### config.mk
export PLATFORM = sky130hd
export DESIGN_NAME = wbsa_datapath
export DESIGN_NICKNAME = d
export VERILOG_FILES = /design/src/rtl/core/wbsa_pkg.sv /design/src/rtl/core/wbsa_datapath.sv
export SDC_FILE = /design/constraint.sdc
export NUM_CORES = 1
export LEC_CHECK = 0
export BUFFER_PORTS_ARGS = -buffer_cell sky130_fd_sc_hd__buf_2
export CORE_MARGIN = 2
export CORE_UTILIZATION = 40
export CTS_CLUSTER_SIZE = 25
export DETAILED_ROUTE_END_ITERATION = 16
export MAX_ROUTING_LAYER = met4
export PLACE_DENSITY = 0.65
export SLEW_MARGIN = 20
export SYNTH_ARGS = -nofsm -noshare
export SYNTH_HDL_FRONTEND = slang
export SYNTH_SLANG_ARGS = --single-unit
export TNS_END_PERCENT = 5
### constraint.sdc
create_clock -name clk -period 5.8 [get_ports clk]
set_input_delay 1.16 -clock clk [delete_from_list [all_inputs] [get_ports clk]]
set_output_delay 1.16 -clock clk [all_outputs]
set_load 0.005 [all_outputs]
### src/rtl/core/wbsa_pkg.sv
package wbsa_pkg;

    localparam logic [1:0] ACT_MATRIX  = 2'd0;
    localparam logic [1:0] ACT_VECTOR  = 2'd1;
    localparam logic [1:0] ACT_COUNTS  = 2'd2;
    localparam logic [1:0] ACT_ENCRYPT = 2'd3;

    localparam int WORD_W      = 64;
    localparam int BIT_IDX_W   = 7;
    localparam int ENTRY_W     = 2 * BIT_IDX_W;
    localparam int LAYER_SEL_W = 6;
    localparam int SLOT_W      = 11;
    localparam int MCOUNT_IN_W = 12;
    localparam int VCOUNT_IN_W = 8;

    typedef struct packed {
        logic load;
        logic m_apply;
        logic v_apply;
        logic commit;
        logic add;
        logic out_load;
    } dp_cmd_t;

endpackage

### src/rtl/core/wbsa_datapath.sv
module wbsa_datapath #(
    parameter int HALF_WIDTH = 64
) (
    input  logic                              clk,
    input  wbsa_pkg::dp_cmd_t                 cmd,
    input  logic [wbsa_pkg::WORD_W-1:0]       plain_x,
    input  logic [wbsa_pkg::WORD_W-1:0]       plain_y,
    input  logic [wbsa_pkg::ENTRY_W-1:0]      m_entry,
    input  logic [wbsa_pkg::BIT_IDX_W-1:0]    v_entry,
    output logic [wbsa_pkg::WORD_W-1:0]       cipher_x,
    output logic [wbsa_pkg::WORD_W-1:0]       cipher_y
);
    import wbsa_pkg::*;

    localparam int BLK_W = 2 * HALF_WIDTH;
    localparam int POS_W = $clog2(BLK_W);

    logic [BLK_W-1:0]      w_reg;
    logic [BLK_W-1:0]      w_next;
    logic [BLK_W-1:0]      acc_reg;
    logic [BLK_W-1:0]      acc_next;
    logic [HALF_WIDTH-1:0] cx_reg;
    logic [HALF_WIDTH-1:0] cy_reg;

    logic [BIT_IDX_W-1:0]  m_row;
    logic [BIT_IDX_W-1:0]  m_col;
    logic                  m_hit;
    logic                  v_hit;
    logic [POS_W-1:0]      flip_pos;
    logic [HALF_WIDTH-1:0] sum_x;

    always_comb
    begin
        m_row    = m_entry[ENTRY_W-1:BIT_IDX_W];
        m_col    = m_entry[BIT_IDX_W-1:0];
        m_hit    = cmd.m_apply && (int'(m_row) < BLK_W) && (int'(m_col) < BLK_W)
                   && w_reg[m_col[POS_W-1:0]];
        v_hit    = cmd.v_apply && (int'(v_entry) < BLK_W);
        flip_pos = cmd.m_apply ? m_row[POS_W-1:0] : v_entry[POS_W-1:0];
        sum_x    = acc_reg[HALF_WIDTH-1:0] + acc_reg[BLK_W-1:HALF_WIDTH];
        w_next   = w_reg;
        acc_next = acc_reg;
        priority if (cmd.load)
        begin
            w_next   = {plain_y[HALF_WIDTH-1:0], plain_x[HALF_WIDTH-1:0]};
            acc_next = '0;
        end
        else if (cmd.commit)
        begin
            w_next   = {acc_reg[BLK_W-1:HALF_WIDTH],
                        cmd.add ? sum_x : acc_reg[HALF_WIDTH-1:0]};
            acc_next = '0;
        end
        else if (m_hit || v_hit)
        begin
            acc_next[flip_pos] = ~acc_reg[flip_pos];
        end
    end

    always_ff @(posedge clk)
    begin
        w_reg   <= w_next;
        acc_reg <= acc_next;
        if (cmd.out_load)
        begin
            cx_reg <= w_reg[HALF_WIDTH-1:0];
            cy_reg <= w_reg[BLK_W-1:HALF_WIDTH];
        end
    end

    assign cipher_x = WORD_W'(cx_reg);
    assign cipher_y = WORD_W'(cy_reg);

endmodule

=== After elaboration in Yosys (flattened, before gate mapping) ===
Index checks and enable logic that the tools add are counted.

* Bitwise logic cells: 1
* $lt $le $gt $ge: 3
* Reductions and logical operators: 5
* Add/sub/neg operators: 1
* Muxes and demuxes: 11

{| class="wikitable"
|+ Operator list
! operator !! number
|-
| $mux W128 || 2
|-
| $bwmux W128 || 1
|-
| $add A64 B64 Y64 || 1
|-
| $mux W64 || 1
|-
| $lt A7 B8 Y1 const B || 2
|-
| $bmux W1 S7 || 2
|-
| $demux W1 S7 || 1
|-
| $ge A7 B1 Y1 const B || 1
|-
| $mux W7 || 1
|-
| $mux W1 || 3
|-
| $logic_and A1 B1 Y1 || 2
|-
| $reduce_bool A2 Y1 || 1
|-
| $reduce_or A2 Y1 || 1
|-
| $logic_or A1 B1 Y1 || 1
|-
| $not A1 Y1 || 1
|}

* Output and inout bits: 128
* Bits in registers: 384
* Input bits: 156
* Logic and storage cells: 25

=== Logic depth before layout (Yosys ltp) ===
Gate-level depths: netlist of the first run.

* Depth after elaboration: 6
* Mapped depth: 14
* Depth with buffers taken out: 12

=== Worst setup path before layout of the first run ===
No wires, ideal clock.

* Path type: input to register
* Start: in cmd[5] in the netlist's numbering
* End: reg w_reg[0], enable pin
* Setup time: 480 ps
* Required time: 5320 ps
* Arrival time: 4457 ps
* Cell stages on the path: 5
* Slack: 862 ps
* Path through: clkbuf_1 nor2_1 clkbuf_1 buf_1 inv_1

* Cells in the longest elaborated chain, start to end: 1

{| class="wikitable"
|+ RTL lines
! what !! line !! RTL
|-
| start: declaration || wbsa_datapath.sv:5 || <nowiki>input wbsa_pkg::dp_cmd_t cmd,</nowiki>
|-
| $reduce_bool A2 Y1 (no line) || - ||
|-
| end signal: assignment || wbsa_datapath.sv:62 || <nowiki>w_reg <= w_next;</nowiki>
|-
| end: declaration || wbsa_datapath.sv:18 || <nowiki>logic [BLK_W-1:0] w_reg;</nowiki>
|}

No other way between the ends.
A chain may end at the register's enable or synchronous reset.

=== Worst setup path after layout of the first run ===
* Start: reg acc_reg[74]
* End: reg w_reg[61] (data pin)

* Cells in the longest elaborated chain, start to end: 4

{| class="wikitable"
|+ RTL lines
! what !! line !! RTL
|-
| start: declaration || wbsa_datapath.sv:20 || <nowiki>logic [BLK_W-1:0] acc_reg;</nowiki>
|-
| start signal: assignment || wbsa_datapath.sv:63 || <nowiki>acc_reg <= acc_next;</nowiki>
|-
| $add A64 B64 Y64 || wbsa_datapath.sv:40 || <nowiki>sum_x = acc_reg[HALF_WIDTH-1:0] + acc_reg[BLK_W-1:HALF_WIDTH];</nowiki>
|-
| $mux W64 || wbsa_datapath.sv:51 || <nowiki>cmd.add ? sum_x : acc_reg[HALF_WIDTH-1:0]};</nowiki>
|-
| $mux W128 || wbsa_datapath.sv:48 || <nowiki>else if (cmd.commit)</nowiki>
|-
| $mux W128 || wbsa_datapath.sv:43 || <nowiki>priority if (cmd.load)</nowiki>
|-
| net w_next[61] || wbsa_datapath.sv:19 || <nowiki>logic [BLK_W-1:0] w_next;</nowiki>
|}

The timed path passes the listed nets, and every way through them passes these cells. The select of a mux whose other input is x is not followed.

==> results of run 1 <==
==> cell families (layout without fill, tap and decap cells) <==
kind of cell,after synthesis,count (layout)
simple gates,617,617
mux,148,148
fa+ha+maj,64,64
compound gates,552,552
buf+inv,153,426
other cells,0,5
xor+xnor,49,49
flops,384,384
==> worst paths after layout <==
kind	from	end
worst min-delay path	w_reg[109]	cipher_y[45]
worst min register to register	w_reg[109]	cipher_y[45]
worst max-delay path	acc_reg[74]	w_reg[61]
worst max register to register	acc_reg[74]	w_reg[61]
==> power by group through the flow <==
stage	combinational (uW)	sequential, uW	clock, uW
4_1_cts	585	3170	2770
3_5_place_dp	583	3220	0
5_1_grt	629	3180	2870
6_report	587	3160	2730
3_3_place_gp	574	3220	0
2_1_floorplan	305	3200	0
==> layout by cell type (no fill, tap or decap), types with 15 or more instances in the layout <==
| master | n |
|---|---|
| a21oi_1 | 113 |
| nand3_1 | 146 |
| ha_1 | 63 |
| nor3_1 | 16 |
| nor2_1 | 81 |
| buf_4 | 35 |
| nor4_1 | 15 |
| xnor2_1 | 29 |
| nor2b_1 | 20 |
| buf_2 | 281 |
| nand4_1 | 21 |
| o21ai_0 | 185 |
| edfxtp_1 | 256 |
| nor3b_1 | 22 |
| a211oi_1 | 20 |
| dfxtp_1 | 128 |
| inv_1 | 27 |
| xor2_1 | 20 |
| o21ai_1 | 32 |
| nand2_1 | 247 |
| mux2i_1 | 42 |
| clkbuf_16 | 42 |
| o22ai_1 | 67 |
| o21bai_1 | 20 |
| mux2_2 | 66 |
| a21o_1 | 43 |
| mux4_2 | 40 |
==> synth_stat cells (all sizes together) (21+ instances only) <==
cell | n | area, um^2
mux2i | 42 | 420
nor3b | 22 | 165
a21oi | 115 | 587
dfxtp | 128 | 2560
buf | 37 | 245
mux2 | 66 | 743
o21ai | 217 | 1090
nand3 | 146 | 731
a21o | 43 | 323
mux4 | 40 | 901
xnor2 | 29 | 254
nor2 | 84 | 315
clkbuf | 88 | 330
o22ai | 67 | 419
edfxtp | 256 | 7690
inv | 28 | 105
nand2 | 247 | 927
nand4 | 21 | 131
ha | 63 | 788
==> routing by layer <==
| metal | up-vias | routed length, um |
|---|---|---|
| met1 | 8393 | 29000 |
| met3 | 206 | 5450 |
| met4 | 0 | 3620 |
| li1 | 7929 | - |
| met5 | - | 0 |
| met2 | 835 | 32000 |
==> cell type report <==
type / count / area, um^2 / area share
antenna: 5 / 12.5 / 0.000524
clock buffer: 49 / 1090 / 0.0456
clock inverter: 28 / 298 / 0.0125
inverter: 28 / 108 / 0.00451
multi-input combinational: 1430 / 9510 / 0.398
sequential: 384 / 10200 / 0.430
tap: 672 / 841 / 0.0352
timing repair buffer: 321 / 1760 / 0.0738
==> metrics by stage <==
stage | std cells | hold WS (ns) | utilization | power [uW] | cell area, um^2
floorplan | 1967 | 0.421 | - | 3510 | 20400
global placement | 2835 | 0.431 | 0.447 | 3790 | 22500
detailed placement | 2835 | 0.429 | 0.447 | 3800 | 22500
CTS | 2912 | 0.441 | 0.474 | 6520 | 23800
global route | 2916 | 0.450 | 0.475 | 6680 | 23900
finish | 2917 | 0.442 | 0.475 | 6480 | 23900
==> impl_results.md, run 1 <==
- NetSw: 1560 uW
- Worst path max stage delay: 0.79 ns
- Critical path cell sequence: ha_1 -> inv_1 -> or4_1 -> a21oi_1 -> o21ai_0 -> a21oi_1 -> o221ai_1 -> a2111oi_0 -> o221ai_1 -> mux2i_1 -> a211o_1
- P per Cell Area: around 270 nW/um^2
- Post-synth EDFFs: 256
- Ports: about 280
- CTS clock-pin slew for the worst setup and hold paths: 0.06 ns
- Distinct cells, synth: 68
- Final worst-path cycle share: 0.787
- Fin Setup TNS: 0 ns
- First-pass GRT wire length: 104000 um
- Final Hold Violating Endpoints: 0
- Worst slew margin: 0.217
- CTS Hold Bufs: 0
- CTS buffer count: 42
- Detailed Routing Iterations Pass 1: 5
- # resized after CTS: 0
- Largest family of logic cells by synthesized area: compound AO/OA/AOI/OAI gates
- Setup-failing EPs final: 0
- Post-DRT Antenna Nets: 0
- Synth async-reset ratio: 0
- Share of cells above drive strength 1: 0.225
- Met2 Track Usage GR: 0.411
- Post-Synth XOR/XNOR Area: 0.0210
- Clock share of power: 0.421
- Final WL: 70000 um
- Worst VDD drop: 0.212 mV
- Worst hold stages: 0
- Syn Inst Count: just under 2000
- Met3 GRT Util: 0.0484
- Post-synth top flop: edfxtp_1
- DP Worst Slack: 0.955 ns
- Syn Area/Cell: a little over 10 um^2
- Pin count of the biggest net entering global routing: 74
- CTS tree: yes
- HP Class: reg -> reg
- Compound-gate portion of the synthesized area: 0.162
- Core ar.: 50300 um^2
- Startpoint class of the critical path: flop
- Adder-cell area share of the yosys netlist: 0.0396
- Clock Tree Root: clkbuf_16
- Buf/Inv on CP: 1
- Sink Count: ~380
- Crit. End Element: flop
- Critical Path AT: 4.90 ns
- Sw Ratio: 0.241
- Initial Util: 0.406
- Die Y: about 230 um
- Routed len/inst: 24.0 um
- Clk_skew: approximately 0.032 ns
- Die Width: 230 um
- Setup Buffers After CTS: 0
- Critical path peak fanout: 6
- Total Routing Usage GR: 0.267
- LEAKAGE: 0.00935 uW
- Mux contribution to synthesized area: 0.101
- Initial antenna violation count: 5
- R2r setup slk: 1.24 ns
- Peak Freq: about 0.22 GHz
- Vias in the first global route: 16700
- Slew @ Worst Pin: 1.17 ns
- Routed vias: 17400
- Syn nets: ~2200
- Seq pwr share: 0.489
- Nets@finish: 2427
- Row count: 82
- Slew Limit Fails: 0
- Worst EP required: 6.13 ns
- Critical path depth: 11
- Synth Register Bits: 384
- CP top delay family: compound AO/OA/AOI/OAI gates
- R2R cell count: 11
- Max H-tree Level: 2
- Area Overhead vs Synth: 16.9%
- GRT Max-Usage Layer: met2
- DRT iter0 DRCs: 1787
- Dpl hpwl: 51500 um
- Met1 Track Usage GR: 0.343
- Register area share after synthesis: 0.502
- Vias per cell: 5.95
- Mapped Area: slightly above 20000 um^2
- Setup CP Type: reg -> reg
- Clock latency on the worst-skew pair: 0.59 ns
- RSZ-0062 raised after global routing: false
- CTS max path bufs: 3
- Remaining DRCs: 0
- Routability congestion estimate: 0.938
- Fin crit period: between 4 and 5 ns
- Syn. warnings: 0
- # port buffers: 283
- Internal power: 4920 uW
- Critical path's slowest cell: a2111oi_0
- Status: complete, no violations
- Fill cells: about 4700
- Simple-Gate Fraction of Synth Area: 0.141
- Final worst-path setup slack: around 1.2 ns
- Full die area: approximately 53000 um^2
- Maxcap violations: 0
- Total gr overflow: 0
- Logic gate share of total power: 0.091
Note: power is estimated with default switching activity, not from simulation.
==> run 2: changes to the inputs <==
==> constraint.sdc (replaced) <==
create_clock -name clk -period 4.42 [get_ports clk]
set_input_delay 0.884 -clock clk [delete_from_list [all_inputs] [get_ports clk]]
set_output_delay 0.884 -clock clk [all_outputs]
set_load 0.005 [all_outputs]
==> run 2 against run 1 <==
Effect of this change: via count is 2.2% higher; utilization up 1.5 points; register-to-register slack got worse by 0.86 ns; design area is 3.2% higher; sequential cell count unchanged; maximum frequency rose by 13%; hold slack lost 0.0025 ns; global-route usage increased by 1.8 points.
==> impl_results.md, run 2 (synthesis results as in run 1) <==
- Worst hold stages: 0
- R2R cell count: 13
- Die Width: 230 um
- Crit. End Element: flop
- Slew Limit Fails: 0
- Min-Delay Endpoint: cipher_y[45]
- Total Routing Usage GR: 0.285
- Setup CP Type: reg -> reg
- Clk_skew: 0.0304 ns
- Pin count of the biggest net entering global routing: around 130
- # resized after CTS: 0
- N_diodes: 0
- Most frequent cells in the layout: buf_2 (281), edfxtp_1 (256), nand2_1 (247)
- Critical path peak fanout: 5
- Worst reg2reg path startpoint: acc_reg[73]
- Final worst-path setup slack: 0.379 ns
- Worst EP required: around 4.8 ns
- Worst slew margin: 0.277
- Hold_sp: w_reg[109]
- CTS buffer count: 42
- Routed len/inst: 24.8 um
- Post-layout instance area: 24600 um^2
- Setup Buffers After CTS: 0
- Die Y: 230 um
- Commonest non-fill, non-tap cell in the layout: buf_2
- Detailed Routing Iterations Pass 1: 9
- Clock latency on the worst-skew pair: 0.59 ns
- Total gr overflow: 0
- Startpoint class of the critical path: flop
- Post-DRT Antenna Nets: 0
- Placed inst area: 23300 um^2
- Full die area: 52900 um^2
- Dpl hpwl: 55300 um
- HP Class: reg -> reg
- CTS Hold Bufs: 0
- Layout Utilization: 0.490
- Remaining DRCs: 0
- Reg2reg end: w_reg[61]
- Share of cells above drive strength 1: 0.254
- CTS max path bufs: 3
- Routed vias: 17700
- Ports: 284
- P per Cell Area: 344 nW/um^2
- R2r setup slk: around 0.38 ns
- Vias in the first global route: 17500
- Clock Tree Root: clkbuf_16
- LEAKAGE: roughly 0.0098 uW
- Hold_ws: 0.439 ns
- Final worst-path cycle share: 0.914
- Peak Freq: about 0.25 GHz
- Core ar.: ~50000 um^2
- Routability congestion estimate: 1.05
- Worst VDD drop: 0.241 mV
- Vias per cell: just under 6
- CTS tree: yes
- Row count: 82
- RSZ-0062 raised after global routing: false
- Final WL: about 75000 um
- Final Hold Violating Endpoints: 0
- Max H-tree Level: 2
- CTS clock-pin slew for the worst setup and hold paths: 0.06 ns
- Fill cells: 4721
- Sink Count: 384
- Fin crit period: 4.04 ns
- Status: complete, no violations
- Initial Util: 0.406
- First-pass GRT wire length: around 110000 um
- Fin Setup TNS: 0 ns
- Area Overhead vs Synth: 20.6%
- Maxcap violations: 0
- Nets@finish: ~2500
- Initial antenna violation count: 0
- DRT iter0 DRCs: about 1700
- Critical Path AT: 4.38 ns
- Slew @ Worst Pin: about 1.1 ns
- Setup-failing EPs final: 0
- # port buffers: 283
- DP Worst Slack: 0.199 ns
## run 2: changes by cell type in the layout (fill, tap and decap cells not counted), sizes merged
| cell | change |
|---|---|
| buf | +90 |
| bufinv | -1 |
| clkbuf | +5 |
| clkinv | -1 |
| clkinvlp | -1 |
| diode | -5 |
| inv | -3 |
## run 2: critical path, cell delays in order, from the launching register on
cell	delay (ns)
dfxtp_1	0.37
ha_1	0.41
nand2_1	0.15
or4_1	0.49
a21oi_1	0.24
o21ai_0	0.26
a21oi_1	0.23
buf_4	0.16
o221ai_1	0.18
a2111oi_0	0.54
buf_4	0.21
o221ai_1	0.12
mux2i_1	0.15
a211o_1	0.28
## run 2: where the power goes
| group | total [uW] | switching (uW) | internal, uW | leakage [uW] |
|---|---|---|---|---|
| combinational | 820 | 470 | 350 | 0.00551 |
| clock | 3510 | 1490 | 2020 | 0.000656 |
| sequential | 4150 | 83.5 | 4060 | 0.00368 |
## run 2: per-layer routing
layer,GRT usage,vias up,share of wire
met5,-,-,0
met4,0.160,0,0.068
met3,0.0455,233,0.069
met2,0.451,939,0.47
met1,0.348,8475,0.39
li1,-,8100,-
## run 2: area by class of cell
class                      instances  area [um^2]  share of cell area
inverter                          28          109             0.00442
tap                              672          841              0.0341
multi-input combinational       1430         9510               0.386
sequential                       384        10200               0.416
clock buffer                      54         1110              0.0449
timing repair buffer             411         2560               0.104
clock inverter                    22          243             0.00986
## run 2: through the flow
step                std cells  total power (uW)
finish                   3001              8470
floorplan                1967              4600
CTS                      3001              8540
global placement         2925              5020
detailed placement       2925              5030
global route             3001              8740
## run 2: worst max-delay path by stage
| stage | from | end |
|---|---|---|
| after floorplan | cmd[5] | w_reg[0] |
| after global placement | m_entry[0] | acc_reg[26] |
| after detailed placement | m_entry[0] | acc_reg[2] |
| after CTS | acc_reg[73] | w_reg[61] |
| after global routing | acc_reg[73] | w_reg[61] |
| final | acc_reg[73] | w_reg[61] |
==> run 3: changes to the inputs <==
--- a/config.mk
+++ b/config.mk
@@ -5,13 +5,14 @@
 export SDC_FILE = /design/constraint.sdc
 export NUM_CORES = 1
 export LEC_CHECK = 0
+export ABC_AREA = 1
 export BUFFER_PORTS_ARGS = -buffer_cell sky130_fd_sc_hd__buf_2
 export CORE_MARGIN = 2
 export CORE_UTILIZATION = 40
 export CTS_CLUSTER_SIZE = 25
 export DETAILED_ROUTE_END_ITERATION = 16
 export MAX_ROUTING_LAYER = met4
-export PLACE_DENSITY = 0.65
+export PLACE_DENSITY = 0.64
 export SLEW_MARGIN = 20
 export SYNTH_ARGS = -nofsm -noshare
 export SYNTH_HDL_FRONTEND = slang
==> run 3 against run 2 <==
Effect of this change: clock skew rose by 0.0030 ns; final cell count rose by 43%; largest cell class is now multi-input gates; critical path type unchanged; clock-buffer cell count rose by 2.
==> impl_results.md, run 3 <==
- Status: complete, no violations
- Clock Tree Root: clkbuf_16
- Distinct cells, synth: 40
- Synth Register Bits: 384
- Top cell type's share of synthesized area: 0.330
- Max H-tree Level: 2
- Synth async-reset ratio: 0
- Die Y: around 250 um
- Area leader, netlist: edfxtp_1
- Top Layer Used: met4
- Initial Util: 0.404
- Syn nets: 3484
- HP Class: reg -> reg
- First-pass GRT wire length: between 100000 and 150000 um
- Setup Buffers After CTS: 0
- Full die area: about 60000 um^2
- Buf/Inv on CP: 0
- Dominant cells by area after synthesis: edfxtp_1 (33%), nand2_1 (17%), dfxtp_1 (11%)
- Vias per cell: about 5.5
- Worst path max stage delay: 0.64 ns
- DRT iter0 DRCs: 2935
- Sink Count: 384
- CTS Hold Bufs: 0
- DR WL met3: slightly below 10000 um
- Post-synth EDFFs: 256
- Total gr overflow: 0
- Initial antenna violation count: 3
- Peak Freq: 0.275 GHz
- Slew Limit Fails: 0
- RSZ-0062 raised after global routing: false
- Post-DRT Antenna Nets: 0
- P per Cell Area: ~330 nW/um^2
- Vias in the first global route: 21600
- Fin crit period: 3.63 ns
- Detailed Routing Iterations Pass 1: 6
- Row count: 88
- # resized after CTS: 0
- Die Width: 245 um
- Commonest non-fill, non-tap cell in the layout: nand2_1
- Startpoint class of the critical path: flop
- CTS clock-pin slew for the worst setup and hold paths: ~0.060 ns
- Syn Area/Cell: approximately 7.1 um^2
- M1 WL: 38700 um
- Post-layout instance area: 26900 um^2
- Commonest cells post-synth: nand2_1 (1044), nor2_1 (435), nand3_1 (324), a21oi_1 (269), inv_1 (267)
- Worst EP required: 4.71 ns
- Routed vias: between 20000 and 25000
- Routed len/inst: 22.0 um
- Worst path most repeated cell: nand2_1
- Critical path's slowest cell: o21ai_0
- Core ar.: 57600 um^2
- CP top delay family: compound AO/OA/AOI/OAI gates
- Clock latency on the worst-skew pair: 0.59 ns
- Total Routing Usage GR: 0.317
- Fin Setup TNS: 0 ns
- Mapped Area: around 23000 um^2
- Critical path peak fanout: 4
- Remaining DRCs: 0
- Crit. End Element: flop
- Clk_skew: 0.0334 ns
- Critical path cell sequence: ha_1 -> a21oi_1 -> nand2_1 -> nand2_1 -> nand3_1 -> a21oi_1 -> o21ai_0 -> xor2_1 -> o21ai_0 -> nand2_1
- Final Hold Violating Endpoints: 0
- CTS tree: yes
- Setup-failing EPs final: 0
- Post-synth top flop: edfxtp_1
- Worst slew margin: 0.364
- Worst VDD drop: ~0.27 mV
- Final Total Pwr: between 8000 and 9000 uW
- Register area share after synthesis: 0.440
- Maxcap violations: 0
- CTS max path bufs: 3
- Final worst-path setup slack: 0.790 ns
- LEAKAGE: 0.0114 uW
- Dpl hpwl: 72400 um
- Nets@finish: 3721
- Routability congestion estimate: 1.07
- Met2 routed WL: 41300 um
- Critical Path AT: 3.92 ns
- Slew @ Worst Pin: roughly 0.95 ns
- Top-count cell post-synth: nand2_1
- Ports: between 200 and 300
- Area Overhead vs Synth: 15.4%
- CTS buffer count: 42
- Setup CP Type: reg -> reg
- Final WL: about 95000 um
- Syn. warnings: 0
- Final worst-path cycle share: 0.821
- Placed inst area: 25500 um^2
- Share of cells above drive strength 1: 0.121
- Syn Inst Count: around 3300
- DP Worst Slack: between 0.6 and 0.7 ns
- Most frequent cells in the layout: nand2_1 (1043), nor2_1 (434), nand3_1 (324)
- # port buffers: roughly 280
- Pin count of the biggest net entering global routing: 124
## run 3: changes by cell type in the layout (fill, tap and decap cells not counted), sizes merged, moves of 42 or more
cell,delta
nand2,+801
mux2i,-42
nor2,+355
mux2,-66
buf,-64
a21oi,+154
inv,+244
o22ai,-67
nand3,+178
## run 3: where the power goes
group | internal (uW) | switching (uW) | total (uW)
sequential | 4040 | 92.2 | 4130
combinational | 359 | 842 | 1200
clock | 1960 | 1510 | 3470
total | 6360 | 2440 | 8800
## run 3: kinds of logic after synthesis
| logic type | Yosys count | share of synthesized area |
|---|---|---|
| adders and majority gates | 64 | 0.0347 |
| DFF | 384 | 0.440 |
| buffers and inverters | 426 | 0.0776 |
| AOI/OAI and AO/OA | 517 | 0.117 |
| xor gates and xnor gates | 29 | 0.0109 |
| and+or+nand+nor | 1844 | 0.320 |
## run 3: final timing paths
check / startpoint / end / slack (ns) / cells after the start
worst max register to register: acc_reg[2] / w_reg[27] / 0.79 / 10
worst min register to register: w_reg[68] / cipher_y[4] / 0.45 / 0
worst min-delay path: w_reg[68] / cipher_y[4] / 0.45 / 0
worst max-delay path: acc_reg[2] / w_reg[27] / 0.79 / 10
## run 3: layout make-up
cell class                      instances  area, um^2
Timing Repair Buffer                  347        2060
Sequential cell                       384       10200
Clock inverter                         17         210
Tap cell                              765         957
Multi-Input combinational cell       2454       11200
Fill cell                            5825       30700
Clock buffer                           56        1110
Inverter                              272        1030
Antenna cell                            3        7.51
## run 3: per-stage QoR
step	hold slack, ns	utilization	instances
3_5_place_dp	0.432	0.443	4222
6_report	0.446	0.467	4298
4_1_cts	0.446	0.466	4295
5_1_grt	0.458	0.466	4297
2_1_floorplan	0.426	-	3264
3_3_place_gp	0.429	0.443	4222
## run 3: routing by layer
metal,track usage,up-vias
met5,-,-
met3,0.0528,211
met4,0.141,0
met1,0.422,11000
met2,0.472,1316
li1,-,11200
## run 3: worst register-to-register path: stages (launching register included)
cell and delay [ns]:
dfxtp_1 0.50, ha_1 0.33, a21oi_1 0.13, nand2_1 0.13, nand2_1 0.09, nand3_1 0.16, a21oi_1 0.51, o21ai_0 0.49
xor2_1 0.28, o21ai_0 0.64, nand2_1 0.10
