## src/rtl/core/wbsa_pkg.sv

```systemverilog
package wbsa_pkg;

    localparam logic [1:0] ACT_MATRIX  = 2'd0;
    localparam logic [1:0] ACT_VECTOR  = 2'd1;
    localparam logic [1:0] ACT_COUNTS  = 2'd2;
    localparam logic [1:0] ACT_ENCRYPT = 2'd3;

    localparam int WORD_W      = 64;
    localparam int BIT_IDX_W   = 7;
    localparam int ENTRY_W     = 2 * BIT_IDX_W;
    localparam int LAYER_SEL_W = 6;
    localparam int SLOT_W      = 11;
    localparam int MCOUNT_IN_W = 12;
    localparam int VCOUNT_IN_W = 8;

    typedef struct packed {
        logic load;
        logic m_apply;
        logic v_apply;
        logic commit;
        logic add;
        logic out_load;
    } dp_cmd_t;

endpackage

```

## src/rtl/core/wbsa_ctrl.sv

```systemverilog
module wbsa_ctrl #(
    parameter int ROUND_COUNT  = 34,
    parameter int MATRIX_SLOTS = 2048,
    parameter int VECTOR_SLOTS = 128,
    localparam int LAYERS  = ROUND_COUNT + 1,
    localparam int LAYER_W = $clog2(LAYERS),
    localparam int MIDX_W  = (MATRIX_SLOTS > 1) ? $clog2(MATRIX_SLOTS) : 1,
    localparam int VIDX_W  = (VECTOR_SLOTS > 1) ? $clog2(VECTOR_SLOTS) : 1,
    localparam int MCNT_W  = $clog2(MATRIX_SLOTS + 1),
    localparam int VCNT_W  = $clog2(VECTOR_SLOTS + 1)
) (
    input  logic                  clk,
    input  logic                  rst_n,
    input  logic                  in_valid,
    input  logic [1:0]            action,
    output logic                  in_ready,
    input  logic                  out_ready,
    output logic                  out_valid,
    input  logic [MCNT_W-1:0]     m_count,
    input  logic [VCNT_W-1:0]     v_count,
    output logic [LAYER_W-1:0]    rd_layer,
    output logic [LAYER_W-1:0]    cnt_layer,
    output logic [MIDX_W-1:0]     m_rd_idx,
    output logic [VIDX_W-1:0]     v_rd_idx,
    output logic                  m_rd,
    output logic                  v_rd,
    output wbsa_pkg::dp_cmd_t     cmd
);
    import wbsa_pkg::*;

    localparam logic [2:0] S_IDLE   = 3'd0;
    localparam logic [2:0] S_MAT    = 3'd1;
    localparam logic [2:0] S_VEC    = 3'd2;
    localparam logic [2:0] S_COMMIT = 3'd3;
    localparam logic [2:0] S_DONE   = 3'd4;

    logic [2:0]         state_reg;
    logic [2:0]         state_next;
    logic [LAYER_W-1:0] layer_reg;
    logic [LAYER_W-1:0] layer_next;
    logic [MCNT_W-1:0]  midx_reg;
    logic [MCNT_W-1:0]  midx_next;
    logic [VCNT_W-1:0]  vidx_reg;
    logic [VCNT_W-1:0]  vidx_next;
    logic               m_apply_reg;
    logic               v_apply_reg;
    logic               out_valid_reg;
    logic               out_valid_next;
    logic               start;
    logic               last_layer;

    always_comb
    begin
        start          = in_valid && in_ready && (action == ACT_ENCRYPT);
        last_layer     = layer_reg == LAYER_W'(ROUND_COUNT);
        state_next     = state_reg;
        layer_next     = layer_reg;
        midx_next      = midx_reg;
        vidx_next      = vidx_reg;
        m_rd           = 1'b0;
        v_rd           = 1'b0;
        cmd            = '0;
        cmd.m_apply    = m_apply_reg;
        cmd.v_apply    = v_apply_reg;
        unique case (state_reg)
            S_IDLE:
            begin
                if (start)
                begin
                    cmd.load   = 1'b1;
                    layer_next = '0;
                    midx_next  = '0;
                    vidx_next  = '0;
                    state_next = S_MAT;
                end
            end
            S_MAT:
            begin
                if (midx_reg < m_count)
                begin
                    m_rd      = 1'b1;
                    midx_next = midx_reg + 1'b1;
                end
                else
                begin
                    state_next = S_VEC;
                end
            end
            S_VEC:
            begin
                if (vidx_reg < v_count)
                begin
                    v_rd      = 1'b1;
                    vidx_next = vidx_reg + 1'b1;
                end
                else
                begin
                    state_next = S_COMMIT;
                end
            end
            S_COMMIT:
            begin
                cmd.commit = 1'b1;
                cmd.add    = !last_layer;
                if (last_layer)
                begin
                    state_next = S_DONE;
                end
                else
                begin
                    layer_next = layer_reg + 1'b1;
                    midx_next  = '0;
                    vidx_next  = '0;
                    state_next = S_MAT;
                end
            end
            S_DONE:
            begin
                if (!out_valid_reg || out_ready)
                begin
                    cmd.out_load = 1'b1;
                    state_next   = S_IDLE;
                end
            end
            default:
            begin
                state_next = S_IDLE;
            end
        endcase
        if (cmd.out_load)
        begin
            out_valid_next = 1'b1;
        end
        else if (out_ready)
        begin
            out_valid_next = 1'b0;
        end
        else
        begin
            out_valid_next = out_valid_reg;
        end
    end

    always_ff @(posedge clk or negedge rst_n)
    begin
        if (!rst_n)
        begin
            state_reg     <= S_IDLE;
            layer_reg     <= '0;
            midx_reg      <= '0;
            vidx_reg      <= '0;
            m_apply_reg   <= 1'b0;
            v_apply_reg   <= 1'b0;
            out_valid_reg <= 1'b0;
        end
        else
        begin
            state_reg     <= state_next;
            layer_reg     <= layer_next;
            midx_reg      <= midx_next;
            vidx_reg      <= vidx_next;
            m_apply_reg   <= m_rd;
            v_apply_reg   <= v_rd;
            out_valid_reg <= out_valid_next;
        end
    end

    assign in_ready  = state_reg == S_IDLE;
    assign out_valid = out_valid_reg;
    assign rd_layer  = layer_reg;
    assign cnt_layer = layer_next;
    assign m_rd_idx  = midx_reg[MIDX_W-1:0];
    assign v_rd_idx  = vidx_reg[VIDX_W-1:0];

endmodule

```

## config.mk

```make
export PLATFORM = sky130hd
export DESIGN_NAME = wbsa_ctrl
export DESIGN_NICKNAME = d
export VERILOG_FILES = /design/src/rtl/core/wbsa_pkg.sv /design/src/rtl/core/wbsa_ctrl.sv
export SDC_FILE = /design/constraint.sdc
export NUM_CORES = 1
export LEC_CHECK = 0
export BUFFER_PORTS_ARGS = -buffer_cell sky130_fd_sc_hd__buf_4
export CAP_MARGIN = 10
export CORE_MARGIN = 4
export CORE_UTILIZATION = 56
export DETAILED_ROUTE_END_ITERATION = 12
export PLACE_DENSITY = 0.85
export SYNTH_ARGS = -nofsm -noshare
export SYNTH_HDL_FRONTEND = slang
export SYNTH_SLANG_ARGS = --single-unit
```

## constraint.sdc

```tcl
create_clock -name clk -period 4.4 [get_ports clk]
set_input_delay 0.44 -clock clk [delete_from_list [all_inputs] [get_ports clk]]
set_output_delay 0.44 -clock clk [all_outputs]
set_load 0.01 [all_outputs]
```

After elaboration in Yosys (flattened, before gate mapping) --
Cells that the tools add are included.
Word-level totals: input port bits 26, ROM bits 0, latch bits 0, bits in writable memories 0, bits in registers 32, memories kept 0
Operators by class: add/subtract/negate cells 3, equality and inequality tests 13, $lt $le $gt $ge 2, reductions and logical operators 12, muxes and demuxes 28, bitwise operators 0, multiply operators 0, divide/modulo/power cells 0, shift operators 0
Operators by type and width (count):
- $mux W12 | 3
- $pmux W12 S3 | 1
- $mux W8 | 3
- $pmux W8 S3 | 1
- $mux W3 | 5
- $pmux W3 S5 | 1
- $add A12 B1 Y12 const B | 1
- $lt A12 B12 Y1 | 1
- $mux W6 | 2
- $ne A2 B2 Y1 const B | 6
- $pmux W6 S2 | 1
- $reduce_and A4 Y1 | 3
- $mux W1 | 10
- $add A8 B1 Y8 const B | 1
- $lt A8 B8 Y1 | 1
- $add A6 B1 Y6 const B | 1
- $eq A3 B2 Y1 const B | 2
- $eq A6 B6 Y1 const B | 1
- $reduce_bool A3 Y1 | 2
- $eq A3 B1 Y1 const B | 1
- $eq A3 B3 Y1 const B | 1
- $logic_not A3 Y1 | 1
- $eq A2 B2 Y1 const B | 1
- $logic_and A1 B1 Y1 | 2
- 5 further kinds | 6

Logic depth before layout (Yosys ltp) --
Gate-level depths: netlist of the first run.
depth in word-level cells 5, mapped depth 9, gate-level depth less buffers 8

Worst setup path after synthesis of the first run --
No wires, ideal clock.
path type input port to flip-flop, start point input port v_count[5], end point register vidx_reg[1], path buffers 1, arrival time 2.024 ns, library setup time 0.128 ns, path slack 2.248 ns, stages on the path 9, cell sequence inv_1 -> ha_1 -> a21o_1 -> a21o_1 -> a211oi_2 -> o21ai_1 -> buf_2 -> a21oi_1 -> mux2_1
On the way: cells in the longest elaborated chain, start to end 3
RTL lines:
- from (decl) | RTL line wbsa_ctrl.sv:20 | input logic [VCNT_W-1:0] v_count,
- $lt A8 B8 Y1 | RTL line wbsa_ctrl.sv:91 | if (vidx_reg < v_count)
- $ne A2 B2 Y1 (no source line)
- $reduce_and A4 Y1 (no source line)
- to (signal assigned) | RTL line wbsa_ctrl.sv:161 | vidx_reg <= vidx_next;
- to (decl) | RTL line wbsa_ctrl.sv:43 | logic [VCNT_W-1:0] vidx_reg;
Every way passes these cells. A chain may end at the register's enable or synchronous reset.

Final worst setup path of the first run --
start point register layer_reg[0] (netlist: rd_layer[0]), end point output port cnt_layer[0]
On the way: cells in the longest elaborated chain, start to end 3
RTL lines:
- from (decl) | RTL line wbsa_ctrl.sv:39 | logic [LAYER_W-1:0] layer_reg;
- from (signal assigned) | RTL line wbsa_ctrl.sv:159 | layer_reg <= layer_next;
- $add A6 B1 Y6 or $eq A6 B6 Y1 (tied branches) | RTL line wbsa_ctrl.sv:111, wbsa_ctrl.sv:55
- $mux W6 | RTL line wbsa_ctrl.sv:105 | if (last_layer)
- $pmux W6 S2 (*) | RTL line wbsa_ctrl.sv:65 | unique case (state_reg)
- to (decl) | RTL line wbsa_ctrl.sv:22 | output logic [LAYER_W-1:0] cnt_layer,
Every way passes the cells marked *; elsewhere a longest branch is shown, timed or not.

==> results.json, run 1 <==
{
  "outcome": "completed",
  "antenna_left": 0,
  "slew_headroom_pct": 52.92,
  "leakage_uw": 0.001447,
  "grt_pass1_vias": 1863,
  "layout-drive-gt1-share_pct": 25.34,
  "clock_latency_ns": 0.28,
  "num-nets-final": 340,
  "yosysSeqAreaShare_pct": 35.36,
  "area_growth_pct": 18.12,
  "power_uw": 1258,
  "rsz0062_at_grt": "no",
  "largest_register_ffs": 12,
  "ys_ff_latch": 32,
  "cts_tree": "done",
  "place_ws_ns": 1.714,
  "grt-ovfl-total": 0,
  "grt_max_degree": 33,
  "maxCapViolCount": 0,
  "cts-htree-levels": 2,
  "synth-edff-count": 0,
  "worst_path_dominant_cell_family": "simple AND/OR/NAND/NOR gates",
  "die_w_um": 71.59,
  "max_slew.worst_pin.slew_ns": 0.7016,
  "crit_type": "reg2out",
  "hold_class": "in2async",
  "cp_cell_sequence": "inv_1 > ha_1 > nor4b_1 > and2_1 > nand2_1 > nand2_1 > nor2_1 > mux2i_1 > buf_4",
  "die_area_mm2": 0.005125,
  "core_mm2": 0.003771,
  "first_iter_violations": 114,
  "async_flop_share_pct": 100.0,
  "p_comb_share_pct": 49.3,
  "critPathMostFrequentCell": "nand2_1",
  "hpwl_um": 3833,
  "vdd_ir_drop_max_mv": 0.3889,
  "syn_nets": 298,
  "grt_usage_pct": 20.39,
  "synthAdderAreaFrac_pct": 12.15,
  "synthSimpleGateAreaFrac_pct": 18.73,
  "p_switching_uw": 528.7,
  "worstPathMaxFanout": 9,
  "layout_commonest_cell": "buf_4",
  "wire_per_inst_um": 14.67,
  "viasPerCell": 5.812,
  "fill_cells": 292,
  "synth_xor_area_share_pct": 1.160,
  "wl_um": 4987,
  "antenna_cells": 0,
  "setup_viol": 0,
  "synth.area.mux_share_pct": 1.878,
  "num_io_pins": 66,
  "syn-mean-instance-area_um2": 9.059,
  "die_h_um": 71.59,
  "crit_required_ns": 3.96,
  "syn_area_mm2": 0.002265,
  "setup_tns_ns": 0,
  "slowest_delay_ns": 0.56,
  "grt_pass1_wl_um": 8445,
  "num_rows": 22,
  "drt_first_pass_iters": 4,
  "fmax_ghz": 0.3455,
  "drc": 0,
  "clockBufferDepth": 2,
  "ys_warn_count": 0,
  "p_sw_share_pct": 42.04,
  "report.final.slew_viol_count": 0,
  "ctsRootBufferMaster": "clkbuf_8",
  "synth_compound_area_share_pct": 17.24,
  "period_needed_ns": 2.894,
  "synth_cell_types": 42,
  "synth_cells": 250,
  "startpoint_type": "register",
  "cts_resized": 0,
  "cts.clk_slew.worst_paths_ns": 0.06,
  "path_buf_inv": 2,
  "critPathCaptureType": "output port",
  "timing.final.crit_share_pct": 65.78,
  "start_util_pct": 60.05,
  "antenna_found_initial": 0,
  "pwr-share-clk_pct": 16.7,
  "timing.final.ws_setup_ns": 1.506,
  "most-common-layout-cells": "buf_4, dfrtp_1, inv_1",
  "critPathSlowestCell": "nor2_1",
  "gp_congestion": 0.8088,
  "post_cts_buffers": 0,
  "p_int_uw": 728.9,
  "portBuffers": 65,
  "finalHoldViolations": 0,
  "synth_top_family_by_area": "simple AND/OR/NAND/NOR gates",
  "skew_ns": 0.007102,
  "cts.sinks": 32,
  "hold_buffers": 0,
  "worst_ep_arrival_time_ns": 2.45,
  "numCtsBuffers": 5,
  "synth_ff_type": "dfrtp_1",
  "num_vias": 1976,
  "p_per_area_mw_per_mm2": 470.1,
  "p_seq_share_pct": 34.0
}
cell usage after synthesis, drive strengths merged (6+ instances only):
library cell  count  area [um2]
a211oi            6       50.05
a21oi             7       35.03
a31oi             7       43.79
and2              6       37.54
and3             11       68.82
buf              28       207.7
dfrtp            32       800.8
ha               22       275.3
inv              24       90.09
nand2            14       52.55
nor2             11       41.29
nor2b             6       37.54
o21ai            20       100.1
kinds of logic (layout without fill, tap and decap cells):
logic type / count (synthesis) / after routing
AOI/OAI and AO/OA: 58 / 58
xor gates and xnor gates: 3 / 3
adders and majority gates: 22 / 22
buffers and inverters: 54 / 96
DFF: 32 / 32
muxes: 4 / 4
and+or+nand+nor: 77 / 77
power by group through the flow:
stage | sequential, uW | clock, uW | combinational, uW
finish | 427 | 211 | 620
detailed placement | 431 | 0 | 619
global route | 440 | 230 | 694
CTS | 426 | 219 | 622
floorplan | 408 | 0 | 472
global placement | 428 | 0 | 600
metal layers:
layer / vias to the layer above / part of all wire, % / GRT usage (%)
met5: - / 0 / 0
met4: 0 / 1.6 / 6.889
met3: 10 / 8.0 / 6.171
met2: 78 / 47 / 31.73
met1: 924 / 44 / 27.01
li1: 964 / - / -
per-stage QoR:
step / hold slack [ns] / instances / util (%) / instance area (um2)
floorplan: 0.1444 / 250 / - / 2265
global placement: 0.3993 / 333 / 68.88 / 2597
detailed placement: 0.4008 / 333 / 68.88 / 2597
CTS: 0.09195 / 340 / 70.94 / 2675
global route: 0.1017 / 340 / 70.94 / 2675
finish: 0.08127 / 340 / 70.94 / 2675
final timing paths:
path                             start  slack (ns)  depth (start not counted)           end
max                        rd_layer[0]        1.51                          9  cnt_layer[0]
max in group asynchronous        rst_n        4.01                          1   midx_reg[6]
min                              rst_n        0.08                          1     out_valid
max reg2reg                midx_reg[2]        1.80                          7   midx_reg[0]
min in group clk             out_ready        0.45                          3     out_valid
min reg2reg                  out_valid        0.52                          2     out_valid
worst reg2reg max path, cell delays in order (launching register included):
cell and delay [ns]:
dfrtp_1 0.46, ha_1 0.31, a211oi_1 0.22, o21ai_0 0.12, a211oi_1 0.30, o21ba_2 0.48
o21ai_0 0.26, mux2_2 0.34
area by class of cell:
class,count,area (um2),area share (%)
clock buffers,6,72.57,2.713
clock inverters,1,5.005,0.1871
inverters,24,90.09,3.368
multi-input cells,164,1159,43.31
flip-flops and latches,32,800.8,29.93
well taps,48,60.06,2.245
repair buffers,65,488.0,18.24
No activity file was read; power rests on OpenSTA's default activity.
==> run 2: changes to the inputs <==
--- a/config.mk
+++ b/config.mk
@@ -8,9 +8,9 @@
 export BUFFER_PORTS_ARGS = -buffer_cell sky130_fd_sc_hd__buf_4
 export CAP_MARGIN = 10
 export CORE_MARGIN = 4
-export CORE_UTILIZATION = 56
+export CORE_UTILIZATION = 52
 export DETAILED_ROUTE_END_ITERATION = 12
-export PLACE_DENSITY = 0.85
+export PLACE_DENSITY = 0.8
 export SYNTH_ARGS = -nofsm -noshare
 export SYNTH_HDL_FRONTEND = slang
 export SYNTH_SLANG_ARGS = --single-unit
==> constraint.sdc (replaced) <==
create_clock -name clk -period 2.8 [get_ports clk]
set_input_delay 0.28 -clock clk [delete_from_list [all_inputs] [get_ports clk]]
set_output_delay 0.28 -clock clk [all_outputs]
set_load 0.01 [all_outputs]
==> run 2 against run 1 <==
  * Via count fell by 3.5%
  * Critical endpoint is now m_rd
  * Design area up 1.7%
  * Worst setup slack got worse by 1.2 ns
  * Critical path type unchanged
  * Clock power increased by 69%
  * Die area up 6.8%
  * Non-clock buffer count increased by 3
  * First-iteration DRC count decreased by 20%
  * Sequential cell count is the same
  * Clock-buffer cell count is the same
  * Final cell count rose by 1.8%
  * Highest routed layer unchanged
==> results.json, run 2 (synthesis results as in run 1) <==
{
  "outcome": "completed",
  "viasPerCell": 5.509,
  "max_slew.worst_pin.slew_ns": 0.4909,
  "grt_usage_pct": 18.28,
  "num_rows": 23,
  "crit_required_ns": 2.52,
  "regArea_um2": 800.8,
  "p_per_area_mw_per_mm2": 743.3,
  "worst_ep_arrival_time_ns": 2.26,
  "grt_max_degree": 33,
  "portBuffers": 65,
  "fill_cells": 367,
  "cts_tree": "done",
  "fin_util_pct": 66.10,
  "vdd_ir_drop_max_mv": 0.6631,
  "dr.max_layer_used": "met4",
  "skew_ns": 0.006731,
  "dr_wl_met3_um": 331,
  "die_w_um": 74.00,
  "cts.clk_slew.worst_paths_ns": 0.07,
  "startpoint_type": "register",
  "report.final.slew_viol_count": 0,
  "rsz0062_at_grt": "no",
  "drt_first_pass_iters": 4,
  "start_util_pct": 55.03,
  "area_growth_pct": 20.11,
  "first_iter_violations": 91,
  "antenna_left": 0,
  "slew_headroom_pct": 67.27,
  "numCtsBuffers": 5,
  "clockBufferDepth": 2,
  "ctsRootBufferMaster": "clkbuf_8",
  "wl_um": 4753,
  "leakage_uw": 0.001471,
  "hold_class": "in2reg",
  "period_needed_ns": 2.536,
  "num_vias": 1906,
  "layout_commonest_cell": "buf_4",
  "maxCapViolCount": 0,
  "worstPathMaxFanout": 12,
  "hpwl_um": 3730,
  "finalHoldViolations": 0,
  "met1_length_um": 2158,
  "r2r_setup_slack_ns": 0.28,
  "drc": 0,
  "multiInputGateArea_mm2": 0.001161,
  "layout-drive-gt1-share_pct": 26.69,
  "most-common-layout-cells": "buf_4, dfrtp_1, inv_1",
  "largest_register_ffs": 12,
  "core_mm2": 0.004115,
  "fin_hold_ws_ns": 0.3008,
  "post_cts_buffers": 0,
  "cts-htree-levels": 2,
  "grt_pass1_wl_um": 7907,
  "die_area_mm2": 0.005475,
  "num-nets-final": 343,
  "setup_viol": 0,
  "crit_type": "reg2out",
  "timing.final.crit_share_pct": 90.59,
  "cts.sinks": 32,
  "clock_latency_ns": 0.27,
  "antenna_cells": 0,
  "setup_tns_ns": 0,
  "die_h_um": 74.00,
  "gp_congestion": 0.7911,
  "wl_met2_um": 2239,
  "grt_pass1_vias": 1743,
  "critPathCaptureType": "output port",
  "fmax_ghz": 0.3943,
  "wire_per_inst_um": 13.74,
  "grt-ovfl-total": 0,
  "num_io_pins": 66,
  "antenna_found_initial": 0
}
==> run 2: path summary, 6_finish.rpt <==
kind,from,depth (start not counted),end
setup / recovery,midx_reg[2],6,m_rd
hold / removal,out_ready,3,out_valid
setup reg to reg,midx_reg[2],8,midx_reg[6]
hold reg to reg,out_valid,2,out_valid
max in group asynchronous,rst_n,2,state_reg[0]
min in group asynchronous,rst_n,2,midx_reg[4]
==> run 2: repair_timing <==
item                       CTS  global route
hold buffers                 1             0
hold endpoints to repair    32             0
gates resized for setup      0             1
setup endpoints to repair    0             1
==> run 2: critical path, cell delays in order, from the launching register on <==
cell and delay (ns):
dfrtp_1 0.45, ha_1 0.31, a211oi_1 0.22, o21ai_0 0.13, a211oi_1 0.34, o21ba_2 0.34, buf_4 0.17
==> run 2: area by class of cell <==
cell class	count	share of cell area, %
clock buffers	6	3.036
clock inverters	2	0.3680
inverters	24	3.312
multi-input cells	164	42.69
flip-flops and latches	32	29.44
well taps	50	2.300
repair buffers	68	18.86
==> run 2: routing by layer <==
| layer | vias up | global-route usage [%] |
|---|---|---|
| li1 | 963 | - |
| met1 | 890 | 24.68 |
| met2 | 51 | 29.63 |
| met3 | 2 | 4.730 |
| met4 | 0 | 4.225 |
| met5 | - | 0 |
==> run 2: power breakdown <==
part	switching (uW)	total, uW	internal (uW)
logic	551	995	444
registers	115	669	554
clock network	161	357	196
==> run 2: per-stage QoR <==
stage	area, um2	std cells	worst slack (ns)	power, uW
after global placement	2615	337	0.4166	1643
final	2720	346	0.2636	2022
after CTS	2718	346	0.09172	2033
after global routing	2720	346	0.01431	2198
after detailed placement	2615	337	0.2918	1670
after floorplan	2265	250	0.7135	1383
==> run 3: changes to the inputs <==
--- a/config.mk
+++ b/config.mk
@@ -5,12 +5,14 @@
 export SDC_FILE = /design/constraint.sdc
 export NUM_CORES = 1
 export LEC_CHECK = 0
+export ABC_AREA = 1
 export BUFFER_PORTS_ARGS = -buffer_cell sky130_fd_sc_hd__buf_4
 export CAP_MARGIN = 10
 export CORE_MARGIN = 4
-export CORE_UTILIZATION = 52
+export CORE_UTILIZATION = 54
 export DETAILED_ROUTE_END_ITERATION = 12
-export PLACE_DENSITY = 0.8
+export PLACE_DENSITY = 0.81
+export SKIP_CTS_REPAIR_TIMING = 1
 export SYNTH_ARGS = -nofsm -noshare
 export SYNTH_HDL_FRONTEND = slang
 export SYNTH_SLANG_ARGS = --single-unit
==> run 3 against run 2 <==
  * Non-clock buffer count decreased by 2
  * Sequential share of layout area decreased by 2.6 points
  * Clock-buffer cell count unchanged
  * Total power decreased by 1.0%
  * Clock power decreased by 5%
  * Fmax increased by 20%
  * Critical path type unchanged
  * Largest cell class unchanged
  * Highest routed layer unchanged
==> results.json, run 3 <==
{
  "outcome": "completed",
  "synth-edff-count": 0,
  "yosysMostFrequentCell": "nand2_1",
  "numCtsBuffers": 5,
  "cts_tree": "done",
  "leakage_uw": 0.001774,
  "cts.sinks": 32,
  "first_iter_violations": 145,
  "die_w_um": 76.45,
  "critPathCaptureType": "output port",
  "p_sw_share_pct": 45.58,
  "num_rows": 24,
  "drc": 0,
  "ys_ff_latch": 32,
  "worstPathMaxFanout": 6,
  "hpwl_um": 4310,
  "yosysSeqAreaShare_pct": 31.65,
  "synthTopCellsByArea": "dfrtp_1, nand2_1, ha_1, inv_1, buf_4",
  "syn-mean-instance-area_um2": 6.838,
  "synth_cells": 370,
  "worst_path_dominant_cell_family": "simple AND/OR/NAND/NOR gates",
  "period_needed_ns": 2.116,
  "cts.clk_slew.worst_paths_ns": 0.07,
  "timing.final.crit_share_pct": 75.56,
  "grt_pass1_wl_um": 9756,
  "wl_um": 5505,
  "antenna_found_initial": 0,
  "num_vias": 2382,
  "gp_congestion": 0.8426,
  "syn_nets": 418,
  "core_mm2": 0.004444,
  "p_int_uw": 1089,
  "grt_max_degree": 33,
  "max_slew.worst_pin.slew_ns": 0.5135,
  "grt_usage_pct": 19.87,
  "path_buf_inv": 2,
  "cp_cell_sequence": "ha_1 > nand2_1 > nor2_1 > nand2_1 > nor2_1 > nand2_1 > nand2_2 > inv_1 > buf_4",
  "startpoint_type": "register",
  "p_seq_share_pct": 32.3,
  "area_growth_pct": 17.75,
  "pwr-share-clk_pct": 16.9,
  "viasPerCell": 5.068,
  "ys_top_cells_by_count": "nand2_1, inv_1, nor2_1",
  "synth_cell_types": 24,
  "drt_first_pass_iters": 4,
  "ys_warn_count": 0,
  "die_area_mm2": 0.005844,
  "p_comb_share_pct": 50.7,
  "p_per_area_mw_per_mm2": 671.6,
  "slowest_delay_ns": 0.45,
  "hold_class": "in2reg",
  "setup_tns_ns": 0,
  "fin_util_pct": 67.03,
  "rsz0062_at_grt": "no",
  "report.final.slew_viol_count": 0,
  "crit_required_ns": 2.52,
  "die_h_um": 76.45,
  "cts-htree-levels": 2,
  "setup_viol": 0,
  "clock_latency_ns": 0.28,
  "power_uw": 2001,
  "antenna_left": 0,
  "grt-ovfl-total": 0,
  "clockBufferDepth": 2,
  "crit_type": "reg2out",
  "vdd_ir_drop_max_mv": 0.5725,
  "finalHoldViolations": 0,
  "final_cell_area_mm2": 0.002979,
  "layout-drive-gt1-share_pct": 20.10,
  "ctsRootBufferMaster": "clkbuf_8",
  "antenna_cells": 0,
  "fmax_ghz": 0.4727,
  "synth_ff_type": "dfrtp_1",
  "placed_area_mm2": 0.002892,
  "skew_ns": 0.003171,
  "worst_ep_arrival_time_ns": 1.84,
  "largest_register_ffs": 12,
  "num_io_pins": 66,
  "layout_commonest_cell": "nand2_1",
  "grt_pass1_vias": 2298,
  "portBuffers": 65,
  "wire_per_inst_um": 11.71,
  "most-common-layout-cells": "nand2_1, buf_4, inv_1",
  "start_util_pct": 56.93,
  "syn_area_mm2": 0.002530,
  "critPathMostFrequentCell": "nand2_1",
  "maxCapViolCount": 0,
  "critPathSlowestCell": "dfrtp_1",
  "async_flop_share_pct": 100.0,
  "synth_top_area_share_pct": 31.65,
  "synth_area_leader_cell": "dfrtp_1",
  "num-nets-final": 466,
  "p_switching_uw": 912.0,
  "slew_headroom_pct": 65.68
}
[run 3: cell types whose count changed in the layout (fill, tap and decap cells not counted), sizes merged, moves of 10 or more]
| cell | change |
|---|---|
| nand3 | +28 |
| nand2 | +99 |
| inv | +35 |
| and3 | -10 |
| nor2 | +27 |
[run 3: power by group through the flow]
stage,clock network (uW),registers (uW),logic [uW]
6_report,339,647,1020
5_1_grt,366,664,1140
4_1_cts,345,648,1030
3_5_place_dp,0,656,1020
3_3_place_gp,0,653,992
2_1_floorplan,0,648,708
[run 3: tightest hold or removal path, stage by stage]
cell     delay (ns)
buf_4          0.08
nor2_1         0.04
inv_1          0.08
nand2_1        0.05
[run 3: cell type report]
class,instances,area (um2)
clock inverters,1,5.005
repair buffers,66,498.0
well taps,52,65.06
flip-flops and latches,32,800.8
inverters,59,221.5
multi-input cells,254,1316
fillers,417,1465
clock buffers,6,72.57
[run 3: cells by family after synthesis]
logic type / share of synthesized area [%]
compound gates: 6.133
flops: 31.65
xor+xnor: 1.385
simple gates: 33.63
buf+inv: 16.32
fa+ha+maj: 10.88
[run 3: stage by stage]
stage	setup WS, ns	instances	hold WS [ns]
3_5_place_dp	0.8092	462	0.2410
5_1_grt	0.4730	470	0.3196
4_1_cts	0.6595	469	-0.06834
2_1_floorplan	1.176	370	-0.01559
6_report	0.6843	470	0.2887
3_3_place_gp	0.8692	462	0.2403
[run 3: routing by layer]
metal	part of all wire, %	vias to the layer above	global-route usage, %	wire [um]
met5	0	-	0	0
met3	6.2	7	4.965	340
met2	51	82	36.29	2781
li1	-	1236	-	-
met1	42	1057	23.13	2325
met4	1.1	0	4.891	58
[run 3: path summary, 6_finish.rpt]
path                               from  slack, ns            to  cells after the start
setup / recovery            midx_reg[9]       0.68          m_rd                      9
hold / removal                out_ready       0.29     out_valid                      4
setup reg to reg            midx_reg[7]       0.80   midx_reg[6]                     11
hold reg to reg            midx_reg[11]       0.51  midx_reg[11]                      2
max in group asynchronous         rst_n       2.03   vidx_reg[7]                      2
min in group asynchronous         rst_n       0.47   midx_reg[2]                      2
